$ cat src/rtl/pwmc_pkg.sv
package pwmc_pkg;

    localparam int unsigned CORE_CLOCK_HZ_DEFAULT = 40000000;
    localparam int unsigned DIV_W = 32;
    localparam int unsigned CNT_W = $clog2(DIV_W);
    localparam int unsigned FREQ_W = 16;
    localparam int unsigned DUTY_W = 16;
    localparam int unsigned SAT_DUTY_W = 14;
    localparam int unsigned PER_W = 15;
    localparam int unsigned CODE_W = 2;
    localparam int unsigned CMP_W = 16;
    localparam int unsigned MASK_W = 2;

    localparam logic [FREQ_W-1:0] FREQ_RESET = 16'd1000;
    localparam logic [FREQ_W-1:0] DUTY_FULL = 16'd10000;
    localparam logic [PER_W-1:0] PERIOD_MAX = 15'h7FFF;
    localparam logic [CODE_W-1:0] CODE_SLOWEST = 2'd3;
    localparam logic [DIV_W-1:0] PERIOD_LIMIT = 32'd32768;

    // floor(x / 10000) == (x * DUTY_RECIP) >> DUTY_RECIP_SHIFT for any 32-bit x
    localparam logic [DIV_W-1:0] DUTY_RECIP = 32'd3518437209;
    localparam int unsigned DUTY_RECIP_SHIFT = 45;

    localparam int unsigned STEP_W = 3;
    typedef logic [STEP_W-1:0] step_t;

    localparam step_t STEP_ACCEPT = 3'd0;
    localparam step_t STEP_LOAD_FREQ = 3'd1;
    localparam step_t STEP_DIV_FREQ = 3'd2;
    localparam step_t STEP_SELECT = 3'd3;
    localparam step_t STEP_SATURATE = 3'd4;
    localparam step_t STEP_MUL_LOAD = 3'd5;
    localparam step_t STEP_SCALE = 3'd6;
    localparam step_t STEP_WRITE = 3'd7;

    typedef enum logic [2:0] {
        OP_ACCEPT,
        OP_LOAD_FREQ,
        OP_DIV_STEP,
        OP_SELECT,
        OP_SATURATE,
        OP_MUL_LOAD,
        OP_SCALE,
        OP_WRITE
    } op_t;

    typedef enum logic [1:0] {
        COND_NONE,
        COND_ALWAYS,
        COND_FREQ_ZERO,
        COND_DIV_BUSY
    } cond_t;

    typedef enum logic [1:0] {
        HOLD_NONE,
        HOLD_INPUT,
        HOLD_OUTPUT
    } hold_t;

    typedef struct packed {
        op_t   op;
        cond_t cond;
        hold_t hold;
        step_t target;
    } uword_t;

    typedef struct packed {
        op_t  op;
        logic run;
    } ctrl_t;

    typedef struct packed {
        logic freq_zero;
        logic div_busy;
        logic out_full;
    } status_t;

    function automatic uword_t ucode_word(input step_t step);
        uword_t w;
        w = '{op: OP_ACCEPT, cond: COND_NONE, hold: HOLD_INPUT, target: STEP_ACCEPT};
        case (step)
            STEP_ACCEPT: begin
                w = '{op: OP_ACCEPT, cond: COND_NONE, hold: HOLD_INPUT, target: STEP_ACCEPT};
            end
            STEP_LOAD_FREQ: begin
                w = '{op: OP_LOAD_FREQ, cond: COND_FREQ_ZERO, hold: HOLD_NONE,
                      target: STEP_SATURATE};
            end
            STEP_DIV_FREQ: begin
                w = '{op: OP_DIV_STEP, cond: COND_DIV_BUSY, hold: HOLD_NONE,
                      target: STEP_DIV_FREQ};
            end
            STEP_SELECT: begin
                w = '{op: OP_SELECT, cond: COND_ALWAYS, hold: HOLD_NONE, target: STEP_MUL_LOAD};
            end
            STEP_SATURATE: begin
                w = '{op: OP_SATURATE, cond: COND_NONE, hold: HOLD_NONE, target: STEP_ACCEPT};
            end
            STEP_MUL_LOAD: begin
                w = '{op: OP_MUL_LOAD, cond: COND_NONE, hold: HOLD_NONE, target: STEP_ACCEPT};
            end
            STEP_SCALE: begin
                w = '{op: OP_SCALE, cond: COND_NONE, hold: HOLD_NONE, target: STEP_ACCEPT};
            end
            STEP_WRITE: begin
                w = '{op: OP_WRITE, cond: COND_ALWAYS, hold: HOLD_OUTPUT, target: STEP_ACCEPT};
            end
            default: begin
                w = '{op: OP_ACCEPT, cond: COND_NONE, hold: HOLD_INPUT, target: STEP_ACCEPT};
            end
        endcase
        return w;
    endfunction

endpackage

$ cat src/rtl/pwmc_sequencer.sv
module pwmc_sequencer (
    input  logic              aclk,
    input  logic              aresetn,
    input  logic              s_valid,
    output logic              s_ready,
    input  pwmc_pkg::status_t status,
    output pwmc_pkg::ctrl_t   ctrl
);
    import pwmc_pkg::*;

    step_t  pc_reg;
    step_t  pc_next;
    uword_t uword;
    logic   jump;
    logic   stall;

    assign uword = ucode_word(pc_reg);

    always_comb begin
        stall = ((uword.hold == HOLD_INPUT) && !s_valid) ||
                ((uword.hold == HOLD_OUTPUT) && status.out_full);
        jump = (uword.cond == COND_ALWAYS) ||
               ((uword.cond == COND_FREQ_ZERO) && status.freq_zero) ||
               ((uword.cond == COND_DIV_BUSY) && status.div_busy);
        if (stall) begin
            pc_next = pc_reg;
        end else if (jump) begin
            pc_next = uword.target;
        end else begin
            pc_next = pc_reg + step_t'(1);
        end
    end

    always_ff @(posedge aclk) begin
        if (!aresetn) begin
            pc_reg <= STEP_ACCEPT;
        end else begin
            pc_reg <= pc_next;
        end
    end

    assign s_ready = (uword.hold == HOLD_INPUT);
    assign ctrl.op = uword.op;
    assign ctrl.run = !stall;

    a_accept_to_load: assert property (@(posedge aclk) disable iff (!aresetn)
        (s_valid && s_ready) |=> (pc_reg == STEP_LOAD_FREQ))
        else $error("accepted beat did not advance to frequency load");

    a_write_returns: assert property (@(posedge aclk) disable iff (!aresetn)
        (pc_reg == STEP_WRITE && !status.out_full) |=> (pc_reg == STEP_ACCEPT))
        else $error("write step did not return to accept");

endmodule

$ cat src/rtl/pwmc_datapath.sv
module pwmc_datapath #(
    parameter int unsigned CORE_CLOCK_HZ = pwmc_pkg::CORE_CLOCK_HZ_DEFAULT
) (
    input  logic                           aclk,
    input  logic                           aresetn,
    input  pwmc_pkg::ctrl_t                ctrl,
    output pwmc_pkg::status_t              status,
    input  logic                           cfg_valid,
    output logic                           cfg_ready,
    input  logic [pwmc_pkg::FREQ_W-1:0]    cfg_data,
    input  logic [pwmc_pkg::DUTY_W-1:0]    s_duty_hundredths,
    input  logic [pwmc_pkg::MASK_W-1:0]    s_channel_mask,
    output logic                           m_valid,
    input  logic                           m_ready,
    output logic [pwmc_pkg::CODE_W-1:0]    m_prescale_code,
    output logic [pwmc_pkg::PER_W-1:0]     m_period_count,
    output logic [pwmc_pkg::CMP_W-1:0]     m_duty_compare,
    output logic                           m_duty_updated
);
    import pwmc_pkg::*;

    localparam logic [DIV_W-1:0] CORE_DIVIDEND = DIV_W'(CORE_CLOCK_HZ);
    localparam logic [CNT_W-1:0] CNT_LAST = CNT_W'(DIV_W - 1);
    localparam int unsigned PROD_W = CMP_W + SAT_DUTY_W;

    logic [FREQ_W-1:0]     freq_reg, freq_next;
    logic [CMP_W-1:0]      held_reg, held_next;
    logic                  m_valid_reg, m_valid_next;
    logic [SAT_DUTY_W-1:0] duty_reg, duty_next;
    logic                  upd_reg, upd_next;
    logic [FREQ_W-1:0]     rem_reg, rem_next;
    logic [DIV_W-1:0]      quo_reg, quo_next;
    logic [FREQ_W-1:0]     dvsr_reg, dvsr_next;
    logic [CNT_W-1:0]      cnt_reg, cnt_next;
    logic [CODE_W-1:0]     code_reg, code_next;
    logic [PER_W-1:0]      per_reg, per_next;
    logic [CODE_W-1:0]     m_code_reg, m_code_next;
    logic [PER_W-1:0]      m_per_reg, m_per_next;
    logic [CMP_W-1:0]      m_cmp_reg, m_cmp_next;
    logic                  m_upd_reg, m_upd_next;

    logic [FREQ_W:0]       trial;
    logic [FREQ_W:0]       trial_diff;
    logic                  trial_ge;
    logic                  sel_found;
    logic                  sel_fit;
    logic [CODE_W-1:0]     sel_code;
    logic [DIV_W-1:0]      sel_q;
    logic [DIV_W-1:0]      q_shift;
    logic [PROD_W-1:0]     product;
    logic [2*DIV_W-1:0]    scale_prod;
    logic                  do_write;

    assign trial = {rem_reg, quo_reg[DIV_W-1]};
    assign trial_diff = trial - {1'b0, dvsr_reg};
    assign trial_ge = (trial >= {1'b0, dvsr_reg});
    assign product = PROD_W'({per_reg, 1'b0}) * PROD_W'(duty_reg);
    assign scale_prod = {{DIV_W{1'b0}}, quo_reg} * {{DIV_W{1'b0}}, DUTY_RECIP};
    assign do_write = ctrl.run && (ctrl.op == OP_WRITE);

    always_comb begin
        sel_found = 1'b0;
        sel_code = CODE_SLOWEST;
        sel_q = '0;
        for (int k = 0; k < 4; k++) begin
            q_shift = quo_reg >> (2 * k);
            if (!sel_found && (q_shift <= PERIOD_LIMIT)) begin
                sel_found = 1'b1;
                sel_code = CODE_W'(k);
                sel_q = q_shift;
            end
        end
        sel_fit = sel_found && (sel_q != '0);
    end

    always_comb begin
        freq_next = freq_reg;
        held_next = held_reg;
        duty_next = duty_reg;
        upd_next = upd_reg;
        rem_next = rem_reg;
        quo_next = quo_reg;
        dvsr_next = dvsr_reg;
        cnt_next = cnt_reg;
        code_next = code_reg;
        per_next = per_reg;
        m_code_next = m_code_reg;
        m_per_next = m_per_reg;
        m_cmp_next = m_cmp_reg;
        m_upd_next = m_upd_reg;
        m_valid_next = m_valid_reg && !m_ready;

        if (cfg_valid) begin
            freq_next = cfg_data;
        end

        if (ctrl.run) begin
            case (ctrl.op)
                OP_ACCEPT: begin
                    duty_next = (s_duty_hundredths > DUTY_FULL) ?
                                SAT_DUTY_W'(DUTY_FULL) : s_duty_hundredths[SAT_DUTY_W-1:0];
                    upd_next = |s_channel_mask;
                end
                OP_LOAD_FREQ: begin
                    rem_next = '0;
                    quo_next = CORE_DIVIDEND;
                    dvsr_next = freq_reg;
                    cnt_next = '0;
                end
                OP_DIV_STEP: begin
                    rem_next = trial_ge ? trial_diff[FREQ_W-1:0] : trial[FREQ_W-1:0];
                    quo_next = {quo_reg[DIV_W-2:0], trial_ge};
                    cnt_next = cnt_reg + CNT_W'(1);
                end
                OP_SELECT: begin
                    if (sel_fit) begin
                        code_next = sel_code;
                        per_next = PER_W'(sel_q - DIV_W'(1));
                    end else begin
                        code_next = CODE_SLOWEST;
                        per_next = PERIOD_MAX;
                    end
                end
                OP_SATURATE: begin
                    code_next = CODE_SLOWEST;
                    per_next = PERIOD_MAX;
                end
                OP_MUL_LOAD: begin
                    quo_next = DIV_W'(product);
                end
                OP_SCALE: begin
                    quo_next = DIV_W'(scale_prod >> DUTY_RECIP_SHIFT);
                end
                OP_WRITE: begin
                    if (upd_reg) begin
                        held_next = quo_reg[CMP_W-1:0];
                    end
                    m_code_next = code_reg;
                    m_per_next = per_reg;
                    m_cmp_next = upd_reg ? quo_reg[CMP_W-1:0] : held_reg;
                    m_upd_next = upd_reg;
                    m_valid_next = 1'b1;
                end
                default: begin
                    duty_next = duty_reg;
                end
            endcase
        end
    end

    always_ff @(posedge aclk) begin
        if (!aresetn) begin
            freq_reg <= FREQ_RESET;
            held_reg <= '0;
            m_valid_reg <= 1'b0;
        end else begin
            freq_reg <= freq_next;
            held_reg <= held_next;
            m_valid_reg <= m_valid_next;
        end
    end

    always_ff @(posedge aclk) begin
        duty_reg <= duty_next;
        upd_reg <= upd_next;
        rem_reg <= rem_next;
        quo_reg <= quo_next;
        dvsr_reg <= dvsr_next;
        cnt_reg <= cnt_next;
        code_reg <= code_next;
        per_reg <= per_next;
        m_code_reg <= m_code_next;
        m_per_reg <= m_per_next;
        m_cmp_reg <= m_cmp_next;
        m_upd_reg <= m_upd_next;
    end

    assign status.freq_zero = (freq_reg == '0);
    assign status.div_busy = (cnt_reg != CNT_LAST);
    assign status.out_full = m_valid_reg && !m_ready;

    assign cfg_ready = 1'b1;
    assign m_valid = m_valid_reg;
    assign m_prescale_code = m_code_reg;
    assign m_period_count = m_per_reg;
    assign m_duty_compare = m_cmp_reg;
    assign m_duty_updated = m_upd_reg;

    a_write_sets_valid: assert property (@(posedge aclk) disable iff (!aresetn)
        do_write |=> m_valid_reg)
        else $error("write step did not raise result valid");

    a_held_matches_out: assert property (@(posedge aclk) disable iff (!aresetn)
        m_valid_reg |-> (m_cmp_reg == held_reg))
        else $error("pending compare beat differs from held compare");

    a_held_only_on_write: assert property (@(posedge aclk) disable iff (!aresetn)
        !do_write |=> $stable(held_reg))
        else $error("held compare changed outside a write step");

endmodule

$ cat src/rtl/pwm_period_and_duty_calculator_unit.sv
// PWM period and duty calculator.
// Config channel (cfg_valid/cfg_ready/cfg_data) writes the PWM frequency in hertz;
// cfg_ready is always high. Write it only while no beat is in flight.
// Input channel s_*: one beat carries a duty in 0.01 % units and a channel mask.
// Output channel m_*: one beat per input beat with prescaler code, period count,
// the held duty compare value and a flag telling whether this beat rewrote it.
// A microcoded sequencer steps a restoring divider one quotient bit per cycle
// for core clock / frequency; the 1/10000 scaling is one reciprocal multiply.
// An item steps through accept, frequency load, divide, select, multiply load, scale
// and write (a zero frequency takes a saturate step in place of divide and select).
// One item is worked on at a time. s_ready is high only in the accept step,
// which is taken even while the previous result still waits in the output
// register; the write step holds until that register drains.
// Reset (aresetn low, synchronous) sets the frequency to 1000 Hz, clears the
// held compare value, drops m_valid and restarts the program at the accept step.
module pwm_period_and_duty_calculator_unit #(
    parameter int unsigned CORE_CLOCK_HZ = pwmc_pkg::CORE_CLOCK_HZ_DEFAULT
) (
    input  logic                           aclk,
    input  logic                           aresetn,
    input  logic                           cfg_valid,
    output logic                           cfg_ready,
    input  logic [pwmc_pkg::FREQ_W-1:0]    cfg_data,
    input  logic                           s_valid,
    output logic                           s_ready,
    input  logic [pwmc_pkg::DUTY_W-1:0]    s_duty_hundredths,
    input  logic [pwmc_pkg::MASK_W-1:0]    s_channel_mask,
    output logic                           m_valid,
    input  logic                           m_ready,
    output logic [pwmc_pkg::CODE_W-1:0]    m_prescale_code,
    output logic [pwmc_pkg::PER_W-1:0]     m_period_count,
    output logic [pwmc_pkg::CMP_W-1:0]     m_duty_compare,
    output logic                           m_duty_updated
);
    import pwmc_pkg::*;

    ctrl_t   ctrl;
    status_t status;

    pwmc_sequencer u_seq (
        .aclk    (aclk),
        .aresetn (aresetn),
        .s_valid (s_valid),
        .s_ready (s_ready),
        .status  (status),
        .ctrl    (ctrl)
    );

    pwmc_datapath #(
        .CORE_CLOCK_HZ (CORE_CLOCK_HZ)
    ) u_dp (
        .aclk              (aclk),
        .aresetn           (aresetn),
        .ctrl              (ctrl),
        .status            (status),
        .cfg_valid         (cfg_valid),
        .cfg_ready         (cfg_ready),
        .cfg_data          (cfg_data),
        .s_duty_hundredths (s_duty_hundredths),
        .s_channel_mask    (s_channel_mask),
        .m_valid           (m_valid),
        .m_ready           (m_ready),
        .m_prescale_code   (m_prescale_code),
        .m_period_count    (m_period_count),
        .m_duty_compare    (m_duty_compare),
        .m_duty_updated    (m_duty_updated)
    );

endmodule
$ cat config.mk
export PLATFORM = sky130hd
export DESIGN_NAME = pwm_period_and_duty_calculator_unit
export DESIGN_NICKNAME = d
export VERILOG_FILES = /design/src/rtl/pwmc_pkg.sv /design/src/rtl/pwmc_sequencer.sv /design/src/rtl/pwmc_datapath.sv /design/src/rtl/pwm_period_and_duty_calculator_unit.sv
export SDC_FILE = /design/constraint.sdc
export NUM_CORES = 2
export LEC_CHECK = 0
export ABC_CLOCK_PERIOD_IN_PS = 9700
export BUFFER_PORTS_ARGS = -buffer_cell sky130_fd_sc_hd__buf_4
export CAP_MARGIN = 20
export CORE_MARGIN = 1.5
export CORE_UTILIZATION = 66
export DETAILED_ROUTE_END_ITERATION = 16
export GPL_TIMING_DRIVEN = 0
export PLACE_DENSITY = 0.81
export SLEW_MARGIN = 5
export SYNTH_ARGS = -nofsm -noshare
export SYNTH_HDL_FRONTEND = slang
export SYNTH_HIERARCHICAL = 1
export SYNTH_SLANG_ARGS = --single-unit
$ cat constraint.sdc
create_clock -name aclk -period 9.7 [get_ports aclk]
set_input_delay 1.94 -clock aclk [delete_from_list [all_inputs] [get_ports aclk]]
set_output_delay 1.94 -clock aclk [all_outputs]
set_load 0.05 [all_outputs]
Yosys cells after proc, flatten, opt, wreduce, memory -nomap -nowiden --
Memory sizes are Yosys's and may differ from the RTL's. A register that Yosys moved wholly into a read port is not among the register bits. Index checks and enable logic that the tools add are counted.
Word-level totals: word-level logic and storage cells 99, register bits after elaboration 171, output and inout port bits 37, memories 1, input bits 39, ROM bits 80
Memories:
- (name not given) | depth 8, bits a word 10, read ports 1, clocked after Yosys merged registers in 1, write ports 0, line pwmc_pkg.sv:81 | case (step)
Operators by class: $lt $le $gt $ge 6, add/subtract/negate cells 4, muxes and demuxes 26, bitwise gates (word level) 1, eq/ne operators 13, multipliers 2, reductions and logical operators 30
Operator list (number):
- 32-bit 2-to-1 mux | 4
- 32-bit one-hot mux with 4 select lines | 1
- 32-bit by 32-bit multiplier with 64-bit output (second input constant) | 1
- 32-bit by 16-bit <= comparator with 1-bit output (second input constant) | 1
- 16-bit 2-to-1 mux | 2
- 16-bit one-hot mux with 2 select lines | 1
- 32-bit nonzero test | 1
- 30-bit by 16-bit <= comparator with 1-bit output (second input constant) | 1
- 15-bit one-hot mux with 2 select lines | 1
- 15-bit by 14-bit multiplier with 29-bit output | 1
- 28-bit by 16-bit <= comparator with 1-bit output (second input constant) | 1
- 26-bit by 16-bit <= comparator with 1-bit output (second input constant) | 1
- 17-bit by 16-bit >= comparator with 1-bit output | 1
- 16-bit by 14-bit > comparator with 1-bit output (second input constant) | 1
- 16-bit zero test | 1
- 16-bit subtractor | 1
- 15-bit 2-to-1 mux | 1
- 15-bit by 1-bit subtractor with 15-bit output (second input constant) | 1
- 3-bit equality test (second input constant) | 4
- 2-bit AND reduction | 6
- 2-bit 2-to-1 mux | 5
- 5-bit one-hot mux with 2 select lines | 1
- 1-bit logical AND | 9
- 3-bit 2-to-1 mux | 3
- other kinds (16) | 32

Depth between registers and ports, before layout --
depth after elaboration 15, depth in mapped cells 28, mapped depth without buffers 27

Hierarchy --
The synthesis kept the hierarchy.
Modules (own cells, without submodules):
- pwmc_datapath | times used 1, cells an instance 3298, seq. area each 4714.5 sq um, area each 33196.8 sq um
- pwmc_sequencer | times used 1, cells an instance 59, seq. area each 260.2 sq um, area each 598.1 sq um

Least setup slack after synthesis --
No wires, ideal clock.
path kind register -> register, start point reg u_dp.quo_reg[9], end point reg u_dp.quo_reg[15] (data pin), setup time 275 ps, period minus slack after synthesis 7699 ps, buffers on the path 1, stages on the path, launching flop included 26, required time 9425 ps, setup slack 2001 ps, arrival 7424 ps, cell sequence edfxtp_1 > clkbuf_1 > inv_1 > ha_1 > xor2_1 > ha_1 > or2_2 > fa_1 > fa_1 > fa_1 > fa_1 > fa_1 > inv_1 > fa_1 > inv_1 > ha_1 > nand2_1 > nor2_1 > nand3_1 > o31ai_1 > o21ai_0 > nor3_1 > nor2_1 > o311ai_0 > mux2i_1 > o221ai_1
Between the ends: longest elaborated chain between the ends 2
Ends and longest elaborated chain:
- start, declared | line pwmc_datapath.sv:32 | logic [DIV_W-1:0] quo_reg, quo_next;
- start signal, assigned | line pwmc_datapath.sv:167 | quo_reg <= quo_next;
- 32-bit by 32-bit multiplier with 64-bit output | line pwmc_datapath.sv:58 | assign scale_prod = {{DIV_W{1'b0}}, quo_reg} * {{DIV_W{1'b0}}, DUTY_RECIP};
- 32-bit one-hot mux with 4 select lines | line pwmc_datapath.sv:98 | case (ctrl.op)
No other way between the ends. A chain may end at the register's enable or synchronous reset.

Worst setup path after layout --
start point reg u_dp.quo_reg[11], end point reg u_dp.quo_reg[10] (data pin)
Same word-level chain as after synthesis.

==> impl_metrics.csv <==
group,metric,value,unit
outcome,status,"complete, no violations",
timing,fmax,106,MHz
setup_path,r2r_slack,0.24,ns
timing,hold_viol,0,
floorplanning,dieArea,0.0526,mm^2
setup_path,crit_start,"u_dp/quo_reg[11]$_DFFE_PP_",
setup_path,path_max_fanout,7,
detailed_routing,drt_iter0_markers,2790,
setup_path,max_stage_delay,0.58,ns
synthesis,synth_compound_area_share,6.74,%
timing,skew,0.0146,ns
timing,setup_viol,0,
placement,port-buffer-count,73,
detailed_routing,vias,25113,
synthesis,synth-seq-area-share,14.7,%
floorplanning,io_pins,76,
hold_path,hold_path_class,"register to register",
timing,finalCriticalPeriod,9.46,ns
detailed_routing,post_drt_wl_per_cell,22.8,um
setup_path,crit_path_start_kind,"register",
detailed_routing,wl_met1,37.5,mm
finish,largest_reg_flops,32,
finish,layout_commonest_cell,"inv_1",
setup_path,r2r_start,"u_dp/quo_reg[11]$_DFFE_PP_",
hold_path,whs_path_depth,0,
detailed_routing,ant_nets,0,
synthesis,synth_edf_count,135,
synthesis,async_flop_share,0,%
synthesis,avgSynthCellArea,10.1,um^2
finish,drive_gt1_share,6.00,%
clocking,clk_root_buffer_cell,"clkbuf_16",
clocking,cts_tree,"done",
finish,areaGrowthSynthToFinish,6.88,%
setup_path,r2r_end,"u_dp/quo_reg[10]$_DFFE_PP_",
clocking,ctsHoldBuffers,0,
timing,relSlewSlack,23.7,%
detailed_routing,viasPerCell,6.04,
placement,dp_hpwl,78.2,mm
timing,tightest_slew,1.14,ns
clocking,worstSkewPairLatency,0.46,ns
clocking,h-tree-depth,4,
synthesis,synthAdderAreaFrac,54.2,%
timing,holdWs,0.432,ns
setup_path,rr_worst_depth,26,
detailed_routing,route.detailed.drc,0,
synthesis,synth.net_count,4511,
synthesis,postSynthCellCount,3357,
setup_path,worstPathArrival,9.63,ns
synthesis,synth_xor_area_share,2.07,%
setup_path,crit_type,"register to register",
global_routing,grt-ovfl-total,0,
synthesis,synth_seq_cells,181,
synthesis,syn_area,0.0338,mm^2
setup_path,critPathCaptureType,"register",
synthesis,synth_warnings,6,
detailed_routing,wl,94.8,mm
timing,rsz0062_at_grt,"no",
timing,slew_violations,0,
setup_path,cpMostUsedCell,"fa_1",
setup_path,cp_slowest_cell,"a2111oi_4",
detailed_routing,wl_met3,11.4,mm
flow_run,max-cap-violations,0,
synthesis,synth-simple-area-share,9.88,%
global_routing,grt_pass1_vias,26746,
hold_path,hold_end,"u_dp/m_prescale_code[1]$_DFFE_PP_",
clocking,cts_sinks,181,
floorplanning,initial_core_util,67.1,%
clocking,cts.path.max_buffers,2,
floorplanning,die_w,229,um
timing,finalSetupTns,0,ns
synthesis,dominantRegCellSynth,"edfxtp_1",
detailed_routing,drtPass1Iterations,8,
global_routing,grt_pass1_wl,150,mm
floorplanning,fp.coreArea,0.0504,mm^2
floorplanning,die_y,229,um
detailed_routing,dr.max_layer_used,"met5",
finish,layout.nets,4627,
finish,layout_common_cells,"830 x inv_1, 580 x fa_1, 535 x ha_1",
timing,post-route-period-util,97.5,%
clocking,numCtsBuffers,17,
global_routing,antenna_found_initial,3,
floorplanning,rows,82,
placement,gp_congestion,1.06,
clocking,path_clk_slew,0.08,ns
global_routing,grt_use_total,37.7,%
detailed_routing,dr_wl_met2,41.7,mm
synthesis,synth_top_family_by_area,"adder cells",
global_routing,grt_max_degree,27,
synthesis,synth_cell_types,84,
hold_path,min-delay-start,"u_dp/code_reg[1]$_SDFFCE_PP1P_",
synthesis,synth_mux_area_share,2.23,%
setup_path,crit_required,9.87,ns
[kinds of logic (layout without fill, tap and decap cells)]
logic type,count (synthesis),after routing
other,1,4
adders and majority gates,1115,1115
AOI/OAI and AO/OA,335,335
muxes,73,73
DFF,181,181
xor gates and xnor gates,80,80
and+or+nand+nor,663,663
buffers and inverters,909,1038
[cell usage after synthesis (19+ instances only)]
cell type  instances  area, um^2
a21o_1            24         180
a21oi_1           82         410
and2_1           106         663
clkbuf_1          65         244
dfxtp_1           46         921
edfxtp_1         135        4050
fa_1             580       11600
ha_1             535        6690
inv_1            830        3120
mux2_2            19         214
mux2i_1           54         541
nand2_1          223         837
nand2b_1          25         156
nand3_1           47         235
nor2_1            93         349
nor2b_1           40         250
nor3_1            29         145
o21ai_0           62         310
xnor2_1           46         403
xor2_1            34         298
[final cells by class]
class	instances	area [um^2]
Timing Repair Buffer	99	785
Antenna cell	3	7.51
Multi-Input combinational cell	2267	25500
Sequential cell	181	4970
Tap cell	672	841
Clock inverter	14	155
Fill cell	3750	14300
Buffer	76	315
Inverter	831	3120
Clock buffer	18	439
[per-stage QoR]
stage                     setup slack (ns)  instance area [um^2]  util, %  std cells
after global routing                0.0354                 36100     71.7       4158
after global placement               -2.29                 35200     69.8       4102
after detailed placement            -0.852                 35300     70.0       4108
after floorplan                       2.00                 33800        -       3357
final                                0.245                 36100     71.7       4161
after CTS                          -0.0106                 36100     71.6       4158
[worst max-delay path by stage]
stage	endpoint	slack, ns	depth (start not counted)
6_report	u_dp/quo_reg[10]$_DFFE_PP_	0.24	26
5_1_grt	u_dp/quo_reg[15]$_DFFE_PP_	0.04	25
4_1_cts	u_dp/quo_reg[10]$_DFFE_PP_	-0.01	23
3_5_place_dp	u_dp/quo_reg[10]$_DFFE_PP_	-0.85	27
3_3_place_gp	u_dp/quo_reg[10]$_DFFE_PP_	-2.29	26
2_1_floorplan	u_dp/quo_reg[15]$_DFFE_PP_	2.00	25
[what timing repair did]
action | in CTS | in global routing
gates resized for setup | 7 | 9
pin swaps | 0 | 0
hold endpoints to repair | 0 | 0
setup buffers | 18 | 2
endpoints found under the setup margin | 16 | 9
[routing by layer]
metal / vias to the layer above / global-route usage [%]
met3: 292 / 10.8
met1: 12446 / 51.8
met4: 2 / 13.5
li1: 10905 / -
met5: - / 0
met2: 1468 / 57.4
[worst max-delay path: cells and delay by family (launching register included)]
| kind | cells | cell delay (ns) |
|---|---|---|
| xor gates and xnor gates | 2 | 0.73 |
| DFF | 1 | 0.49 |
| buffers and inverters | 5 | 1.22 |
| adders and majority gates | 9 | 3.92 |
| and+or+nand+nor | 4 | 0.74 |
| AOI/OAI and AO/OA | 6 | 2.03 |
Power is not shown: default switching activity piles up to over one toggle a cycle in this logic, so the estimate is an artifact.
